## config.mk

```make
export PLATFORM = sky130hd
export DESIGN_NAME = mbus_wired_frame_parser_top
export DESIGN_NICKNAME = d
export VERILOG_FILES = /design/src/hdl/mwfp_pkg.sv /design/src/hdl/mbus_wired_frame_parser_top.sv /design/src/hdl/mwfp_parser.sv /design/src/hdl/mwfp_out_reg.sv
export SDC_FILE = /design/constraint.sdc
export NUM_CORES = 1
export LEC_CHECK = 0
export ABC_AREA = 1
export BUFFER_PORTS_ARGS = -buffer_cell sky130_fd_sc_hd__buf_2
export CAP_MARGIN = 5
export CORE_ASPECT_RATIO = 0.9
export CORE_MARGIN = 2
export CORE_UTILIZATION = 50
export DETAILED_ROUTE_END_ITERATION = 16
export PLACE_DENSITY = 0.67
export SLEW_MARGIN = 20
export SYNTH_ARGS = -nofsm -noshare
export SYNTH_HDL_FRONTEND = slang
export SYNTH_SLANG_ARGS = --single-unit
```

## constraint.sdc

```tcl
create_clock -name clock -period 4.1 [get_ports clock]
set_clock_uncertainty 0.2 [all_clocks]
set_input_delay 0.205 -clock clock [delete_from_list [all_inputs] [get_ports clock]]
set_output_delay 0.205 -clock clock [all_outputs]
set_load 0.02 [all_outputs]
```

## src/hdl/mwfp_pkg.sv

```systemverilog
// Shared types and constants for the wired M-Bus frame parser.
// Used by mwfp_parser, mwfp_out_reg and mbus_wired_frame_parser_top; no dependencies.
package mwfp_pkg;

   localparam logic [7:0] MWFP_ACK_BYTE    = 8'hE5;
   localparam logic [7:0] MWFP_SHORT_START = 8'h10;
   localparam logic [7:0] MWFP_LONG_START  = 8'h68;
   localparam logic [7:0] MWFP_STOP_BYTE   = 8'h16;
   localparam logic [7:0] MWFP_MIN_LEN     = 8'h03;

   typedef enum logic [3:0] {
      PH_HUNT    = 4'd0,
      PH_SHORT_C = 4'd1,
      PH_SHORT_A = 4'd2,
      PH_LEN1    = 4'd3,
      PH_LEN2    = 4'd4,
      PH_START2  = 4'd5,
      PH_BODY    = 4'd6,
      PH_CHECK   = 4'd7,
      PH_STOP    = 4'd8
   } mwfp_phase_type;

   typedef enum logic [2:0] {
      K_ACK   = 3'd0,
      K_SHORT = 3'd1,
      K_CTRL  = 3'd2,
      K_LONG  = 3'd3,
      K_DATA  = 3'd4,
      K_BADST = 3'd5,
      K_FRERR = 3'd6
   } mwfp_kind_type;

   typedef struct packed {
      mwfp_kind_type kind;
      logic          sum_ok;
      logic          stop_ok;
      logic [7:0]    control_field;
      logic [7:0]    address_field;
      logic [7:0]    ci_field;
      logic [7:0]    received_sum;
      logic [7:0]    payload_byte;
      logic [7:0]    payload_count;
   } mwfp_result_type;

endpackage

```

## src/hdl/mbus_wired_frame_parser_top.sv

```systemverilog
// Wired M-Bus link-layer frame parser, top level.
// Instantiates mwfp_parser and mwfp_out_reg; depends on mwfp_pkg.
//
// Usage:
//   req channel: one received byte per request (req_rx_byte), valid/ready.
//   rsp channel: zero or one result per byte: ack, short/control/long frame
//   end with C, A, CI, checksum and flags, data byte, bad start byte or
//   framing error, valid/ready.
//   A byte is captured into an input register, parsed by the frame state
//   logic and its result, if any, written into the result register, which
//   drives rsp_valid.
//   Throughput is one byte per cycle while the result register is empty
//   or being read; the parse step sits between the two registers.
//   When rsp_ready is low and a result is held, the parse step stops and
//   req_ready falls once the input register is also occupied; nothing is
//   dropped. Bytes that give no result leave the result register untouched.
//   Reset (synchronous, active high) empties both registers and returns the
//   parser to hunting for a start byte.
module mbus_wired_frame_parser_top (
   input  logic       clock,
   input  logic       reset,
   input  logic       req_valid,
   output logic       req_ready,
   input  logic [7:0] req_rx_byte,
   output logic       rsp_valid,
   input  logic       rsp_ready,
   output logic [2:0] rsp_kind,
   output logic       rsp_sum_ok,
   output logic       rsp_stop_ok,
   output logic [7:0] rsp_control_field,
   output logic [7:0] rsp_address_field,
   output logic [7:0] rsp_ci_field,
   output logic [7:0] rsp_received_sum,
   output logic [7:0] rsp_payload_byte,
   output logic [7:0] rsp_payload_count
);
   import mwfp_pkg::*;

   logic            in_valid_ff, in_valid_in;
   logic [7:0]      in_byte_ff;
   logic            step_en;
   logic            res_emit;
   mwfp_result_type res;
   mwfp_result_type out_data;

   assign step_en   = in_valid_ff && (!rsp_valid || rsp_ready);
   assign req_ready = !in_valid_ff || step_en;

   always_comb begin
      priority if (req_valid && req_ready) begin
         in_valid_in = 1'b1;
      end else if (step_en) begin
         in_valid_in = 1'b0;
      end else begin
         in_valid_in = in_valid_ff;
      end
   end

   always_ff @(posedge clock) begin
      if (reset) begin
         in_valid_ff <= 1'b0;
      end else begin
         in_valid_ff <= in_valid_in;
      end
   end

   always_ff @(posedge clock) begin
      if (req_valid && req_ready) begin
         in_byte_ff <= req_rx_byte;
      end
   end

   mwfp_parser u_parser (
      .clock    (clock),
      .reset    (reset),
      .step_en  (step_en),
      .rx_byte  (in_byte_ff),
      .res_emit (res_emit),
      .res      (res)
   );

   mwfp_out_reg u_out_reg (
      .clock      (clock),
      .reset      (reset),
      .load_en    (step_en),
      .load_valid (res_emit),
      .load_data  (res),
      .out_ready  (rsp_ready),
      .out_valid  (rsp_valid),
      .out_data   (out_data)
   );

   assign rsp_kind          = out_data.kind;
   assign rsp_sum_ok        = out_data.sum_ok;
   assign rsp_stop_ok       = out_data.stop_ok;
   assign rsp_control_field = out_data.control_field;
   assign rsp_address_field = out_data.address_field;
   assign rsp_ci_field      = out_data.ci_field;
   assign rsp_received_sum  = out_data.received_sum;
   assign rsp_payload_byte  = out_data.payload_byte;
   assign rsp_payload_count = out_data.payload_count;

endmodule

```

## src/hdl/mwfp_parser.sv

```systemverilog
// Frame parser state and per-byte result logic for the wired M-Bus parser.
// Depends on mwfp_pkg.
module mwfp_parser (
   input  logic                     clock,
   input  logic                     reset,
   input  logic                     step_en,
   input  logic [7:0]               rx_byte,
   output logic                     res_emit,
   output mwfp_pkg::mwfp_result_type res
);
   import mwfp_pkg::*;

   mwfp_phase_type phase_ff, phase_in;
   logic [7:0] position_ff, position_in;
   logic [7:0] first_length_ff, first_length_in;
   logic [7:0] frame_length_ff, frame_length_in;
   logic [7:0] running_sum_ff, running_sum_in;
   logic [7:0] held_control_ff, held_control_in;
   logic [7:0] held_address_ff, held_address_in;
   logic [7:0] held_ci_ff, held_ci_in;
   logic [7:0] held_sum_ff, held_sum_in;
   logic       sum_matched_ff, sum_matched_in;
   logic [7:0] body_sum;

   assign body_sum = running_sum_ff + rx_byte;

   always_comb begin
      phase_in        = phase_ff;
      position_in     = position_ff;
      first_length_in = first_length_ff;
      frame_length_in = frame_length_ff;
      running_sum_in  = running_sum_ff;
      held_control_in = held_control_ff;
      held_address_in = held_address_ff;
      held_ci_in      = held_ci_ff;
      held_sum_in     = held_sum_ff;
      sum_matched_in  = sum_matched_ff;
      unique case (phase_ff)
         PH_HUNT: begin
            if (rx_byte == MWFP_SHORT_START) begin
               running_sum_in  = '0;
               frame_length_in = '0;
               held_ci_in      = '0;
               phase_in        = PH_SHORT_C;
            end else if (rx_byte == MWFP_LONG_START) begin
               phase_in = PH_LEN1;
            end
         end
         PH_SHORT_C: begin
            held_control_in = rx_byte;
            running_sum_in  = body_sum;
            phase_in        = PH_SHORT_A;
         end
         PH_SHORT_A: begin
            held_address_in = rx_byte;
            running_sum_in  = body_sum;
            phase_in        = PH_CHECK;
         end
         PH_LEN1: begin
            first_length_in = rx_byte;
            phase_in        = PH_LEN2;
         end
         PH_LEN2: begin
            if (rx_byte != first_length_ff || rx_byte < MWFP_MIN_LEN) begin
               phase_in = PH_HUNT;
            end else begin
               frame_length_in = rx_byte;
               phase_in        = PH_START2;
            end
         end
         PH_START2: begin
            if (rx_byte != MWFP_LONG_START) begin
               phase_in = PH_HUNT;
            end else begin
               running_sum_in = '0;
               position_in    = '0;
               phase_in       = PH_BODY;
            end
         end
         PH_BODY: begin
            running_sum_in = body_sum;
            if (position_ff == 8'd0) begin
               held_control_in = rx_byte;
            end else if (position_ff == 8'd1) begin
               held_address_in = rx_byte;
            end else if (position_ff == 8'd2) begin
               held_ci_in = rx_byte;
            end
            position_in = position_ff + 8'd1;
            if (position_in == frame_length_ff) begin
               phase_in = PH_CHECK;
            end
         end
         PH_CHECK: begin
            held_sum_in    = rx_byte;
            sum_matched_in = (rx_byte == running_sum_ff);
            phase_in       = PH_STOP;
         end
         PH_STOP: begin
            phase_in = PH_HUNT;
         end
         default: begin
            phase_in = PH_HUNT;
         end
      endcase
   end

   always_comb begin
      res_emit = 1'b0;
      res      = '0;
      unique case (phase_ff)
         PH_HUNT: begin
            if (rx_byte == MWFP_ACK_BYTE) begin
               res_emit = 1'b1;
               res.kind = K_ACK;
            end else if (rx_byte != MWFP_SHORT_START && rx_byte != MWFP_LONG_START) begin
               res_emit         = 1'b1;
               res.kind         = K_BADST;
               res.payload_byte = rx_byte;
            end
         end
         PH_LEN2: begin
            if (rx_byte != first_length_ff || rx_byte < MWFP_MIN_LEN) begin
               res_emit = 1'b1;
               res.kind = K_FRERR;
            end
         end
         PH_START2: begin
            if (rx_byte != MWFP_LONG_START) begin
               res_emit = 1'b1;
               res.kind = K_FRERR;
            end
         end
         PH_BODY: begin
            if (position_ff > 8'd2) begin
               res_emit          = 1'b1;
               res.kind          = K_DATA;
               res.payload_byte  = rx_byte;
               res.payload_count = position_ff - 8'd2;
            end
         end
         PH_STOP: begin
            res_emit = 1'b1;
            priority if (frame_length_ff == 8'd0) begin
               res.kind = K_SHORT;
            end else if (frame_length_ff == MWFP_MIN_LEN) begin
               res.kind = K_CTRL;
            end else begin
               res.kind = K_LONG;
            end
            res.sum_ok        = sum_matched_ff;
            res.stop_ok       = (rx_byte == MWFP_STOP_BYTE);
            res.control_field = held_control_ff;
            res.address_field = held_address_ff;
            res.ci_field      = (frame_length_ff == 8'd0) ? 8'd0 : held_ci_ff;
            res.received_sum  = held_sum_ff;
            res.payload_count = (frame_length_ff > MWFP_MIN_LEN) ?
                                (frame_length_ff - MWFP_MIN_LEN) : 8'd0;
         end
         default: begin
            res_emit = 1'b0;
         end
      endcase
   end

   always_ff @(posedge clock) begin
      if (reset) begin
         phase_ff <= PH_HUNT;
      end else if (step_en) begin
         phase_ff <= phase_in;
      end
   end

   always_ff @(posedge clock) begin
      if (step_en) begin
         position_ff     <= position_in;
         first_length_ff <= first_length_in;
         frame_length_ff <= frame_length_in;
         running_sum_ff  <= running_sum_in;
         held_control_ff <= held_control_in;
         held_address_ff <= held_address_in;
         held_ci_ff      <= held_ci_in;
         held_sum_ff     <= held_sum_in;
         sum_matched_ff  <= sum_matched_in;
      end
   end

endmodule

```

## src/hdl/mwfp_out_reg.sv

```systemverilog
// Result register with valid/ready handshake for the wired M-Bus parser.
// Depends on mwfp_pkg.
module mwfp_out_reg (
   input  logic                      clock,
   input  logic                      reset,
   input  logic                      load_en,
   input  logic                      load_valid,
   input  mwfp_pkg::mwfp_result_type load_data,
   input  logic                      out_ready,
   output logic                      out_valid,
   output mwfp_pkg::mwfp_result_type out_data
);
   import mwfp_pkg::*;

   logic            valid_ff, valid_in;
   mwfp_result_type data_ff;

   always_comb begin
      priority if (load_en) begin
         valid_in = load_valid;
      end else if (out_ready) begin
         valid_in = 1'b0;
      end else begin
         valid_in = valid_ff;
      end
   end

   always_ff @(posedge clock) begin
      if (reset) begin
         valid_ff <= 1'b0;
      end else begin
         valid_ff <= valid_in;
      end
   end

   always_ff @(posedge clock) begin
      if (load_en && load_valid) begin
         data_ff <= load_data;
      end
   end

   assign out_valid = valid_ff;
   assign out_data  = data_ff;

endmodule
```

==> reports/qor.yml <==
die:
  fp.dieW_um: 119.1
  pin_count: 67
  die_h_um: 107.6
  die_area_um2: 12820
  start_util_pct: 51.72
  rows: 37
  core_area_um2: 11530
global_route:
  grt_pass1_wl_mm: 18.71
  grt_pass1_vias: 3708
  grt_max_degree: 31
  grt_antenna_before_repair: 0
  grtUsageTotal_pct: 19.43
  gr-total-overflow: 0
synth:
  ys_seq_area_share_pct: 65.48
  synthesis.area_um2: 5962
  synth-edff-count: 126
  yosys_warnings: 0
  ys_ff_latch: 132
  synth_nets: 572
  synthArstFlopShare_pct: 0
  syn_avg_cell_area_um2: 10.96
  ys_types: 37
  yosys_most_used_dff: "edfxtp_1"
  netlist_instances: 544
setup_path:
  required_ns: 4.02
  crit_type: "reg2reg"
  crit_path_max_incr_delay_ns: 0.51
  crit_path_end_kind: "flop"
  start_kind: "flop"
  reg2reg_from: "u_parser.position_ff[0]"
  reg2reg_depth: 8
  critPathMaxFanout: 30
  ff2ff_setup_slack_ns: 1.08
  cp_cell_sequence: "inv_1 > ha_1 > o211ai_1 > nand2_2 > nand4_1 > nand2_1 > inv_2 > buf_4"
  slowest_stage: "edfxtp_1"
  r2r_end: "u_out_reg.out_data[42]"
  worstPathArrival_ns: 2.94
cts:
  cts_root_buf: "clkbuf_16"
  cts_setup_buffers: 0
  cts_tree: "built"
  cts_num_sinks: 132
  cts-htree-levels: 4
  clock_latency_ns: 0.42
  clockBufferDepth: 2
  cts_resized: 0
  cts_hold_buffers: 11
  cts_buffers: 17
  clkSlewWorstSetupHoldPaths_ns: 0.06
power:
  power_frac_clock_pct: 44.6
  power.density_nw_per_um2: 459.7
  combinationalPowerShare_pct: 7.9
  seq_power_share_pct: 47.5
  internal_power_mw: 2.523
  power_mw: 3.310
  ir_drop_mv: 0.2527
  switching_share_pct: 23.79
  leakage_nw: 3.057
  power_switching_mw: 0.7876
run:
  cap_violations: 0
sta:
  rsz0062_at_grt: "no"
  hold_violations: 0
  fin_crit_sh_pct: 73.67
  fin_setup_tns_ns: 0
  maxSlewHeadroom_pct: 30.96
  worst_pin_slew_ns: 1.032
  worst_slack_ns: 1.080
  slew_violations: 0
  fin_crit_ns: 3.020
  fmax_ghz: 0.3311
  setup_viol: 0
min_path:
  holdPathEnd: "in_byte_ff[3]"
  min-delay-path-class: "in2reg"
  min_path_cells: 3
  hold_start: "req_valid"
drt:
  dr.pass1.iters: 5
  ant_nets: 0
  post_drt_wl_per_cell_um: 14.57
  wl_mm: 11.79
  vias: 4106
  routed_via_density: 5.075
  drtIter0Drc: 312
  drc: 0
cells_and_area:
  final_nets: 668
  area_growth_pct: 20.78
  utilization_pct: 62.47
  fin_cells: 809
  num_antenna_cells: 0
  drive_above_1_share_pct: 19.30
placed_design:
  port_buffers: 66
  place_worst_setup_slack_ns: 1.130
  post-dp-hpwl_mm: 8.340
  globalplace.congestion: 0.9069
  placedCellCount: 766
status:
  run_status: "finished, final reports clean"
## synth_stat cells, types with 2 or more instances
library cell | n | area [µm²]
o21ai_0 | 9 | 45.04
clkbuf_1 | 5 | 18.77
o21bai_1 | 2 | 15.01
nor4_1 | 5 | 31.28
nand2_1 | 68 | 255.2
inv_1 | 87 | 326.6
xor2_1 | 13 | 113.9
nor3_2 | 3 | 30.03
nand4_1 | 10 | 62.56
o211ai_1 | 2 | 15.01
o22ai_1 | 6 | 37.54
edfxtp_1 | 126 | 3784
nand3_1 | 31 | 155.2
nor2_2 | 2 | 12.51
dfxtp_1 | 6 | 120.1
xnor2_1 | 7 | 61.31
nand2_2 | 4 | 25.02
nor3_1 | 7 | 35.03
o21ai_2 | 2 | 17.52
inv_2 | 5 | 18.77
nor2_1 | 94 | 352.8
nand3b_1 | 2 | 15.01
a21oi_1 | 20 | 100.1
ha_1 | 15 | 187.7
## cell type report
cell class / count / area (µm²)
flip-flops and latches: 132 / 3904
clock buffers: 18 / 429.2
multi-input cells: 313 / 1682
inverters: 93 / 350.3
well taps: 156 / 195.2
clock inverters: 14 / 155.1
fillers: 924 / 4327
repair buffers: 83 / 485.5
## cell usage in the layout (no fill, tap or decap), drive strengths merged
cell type / Yosys / routed
a21oi: 21 / 21
a31oi: 1 / 1
and3: 1 / 1
buf: 1 / 72
bufinv: 0 / 2
clkbuf: 5 / 18
clkinv: 1 / 10
clkinvlp: 0 / 1
dfxtp: 6 / 6
dlygate4sd3: 0 / 11
edfxtp: 126 / 126
fa: 1 / 1
ha: 15 / 15
inv: 92 / 94
nand2: 72 / 72
nand3: 32 / 32
nand3b: 2 / 2
nand4: 10 / 10
nor2: 97 / 97
nor3: 11 / 11
nor4: 5 / 5
o211ai: 2 / 2
o21a: 1 / 1
o21ai: 12 / 12
o21bai: 2 / 2
o22ai: 6 / 6
o32ai: 1 / 1
or2: 1 / 1
xnor2: 7 / 7
xor2: 13 / 13
## routing by layer
layer / global-route usage (%) / share of wire [%] / vias up
li1: - / - / 2026
met1: 29.30 / 49 / 1917
met2: 26.77 / 42 / 149
met3: 5.085 / 7.5 / 14
met4: 7.568 / 1.4 / 0
met5: 0 / 0 / -
## flip-flops by register name, indices dropped and copies added, names as in the netlist
signal and count:
u_parser.held_address_ff 8, u_parser.sum_matched_ff 1, u_out_reg.out_data 53, in_byte_ff 8, u_parser.first_length_ff 8, in_valid_ff 1, u_parser.held_control_ff 8, u_parser.held_sum_ff 8
u_out_reg.out_valid 1, u_parser.running_sum_ff 8, u_parser.phase_ff 4, u_parser.frame_length_ff 8, u_parser.position_ff 8, u_parser.held_ci_ff 8
## through the flow
stage | hold slack [ns] | instance area (µm²)
2_1_floorplan | 0.07407 | 5962
3_3_place_gp | 0.1824 | 6506
3_5_place_dp | 0.1834 | 6506
4_1_cts | 0.1671 | 7201
5_1_grt | 0.1975 | 7201
6_report | 0.1683 | 7201
## how the worst max path moves through the flow
stage,startpoint,end,slack [ns],cells past startpoint
after global placement,u_parser.position_ff[0],u_out_reg.out_data[41],1.25,8
after global routing,u_parser.position_ff[0],u_out_reg.out_data[26],0.90,8
after detailed placement,u_parser.position_ff[0],u_out_reg.out_data[41],1.13,8
final,u_parser.position_ff[0],u_out_reg.out_data[42],1.08,8
after floorplan,u_parser.position_ff[0],u_out_reg.out_data[0],1.02,7
after CTS,u_parser.position_ff[0],u_out_reg.out_data[41],1.10,8
## critical path, delay by kind of cell, from the launching register on
family	cells	cell delay (ns)
compound gates	1	0.33
flops	1	0.51
fa+ha+maj	1	0.23
simple gates	3	0.47
buf+inv	3	0.97
## kinds of logic after synthesis
group / share of synthesized area [%]
simple gates: 17.19
flops: 65.48
xor+xnor: 2.938
buf+inv: 6.317
fa+ha+maj: 3.484
compound gates: 4.596
## power by group through the flow
stage | Sequential, mW | Combinational, mW | Clock (mW)
final | 1.57 | 0.262 | 1.48
after global routing | 1.58 | 0.286 | 1.55
after CTS | 1.57 | 0.261 | 1.49
after detailed placement | 1.60 | 0.252 | 0
after global placement | 1.60 | 0.249 | 0
after floorplan | 1.64 | 0.125 | 0
Note: power is estimated with default switching activity, not from simulation.
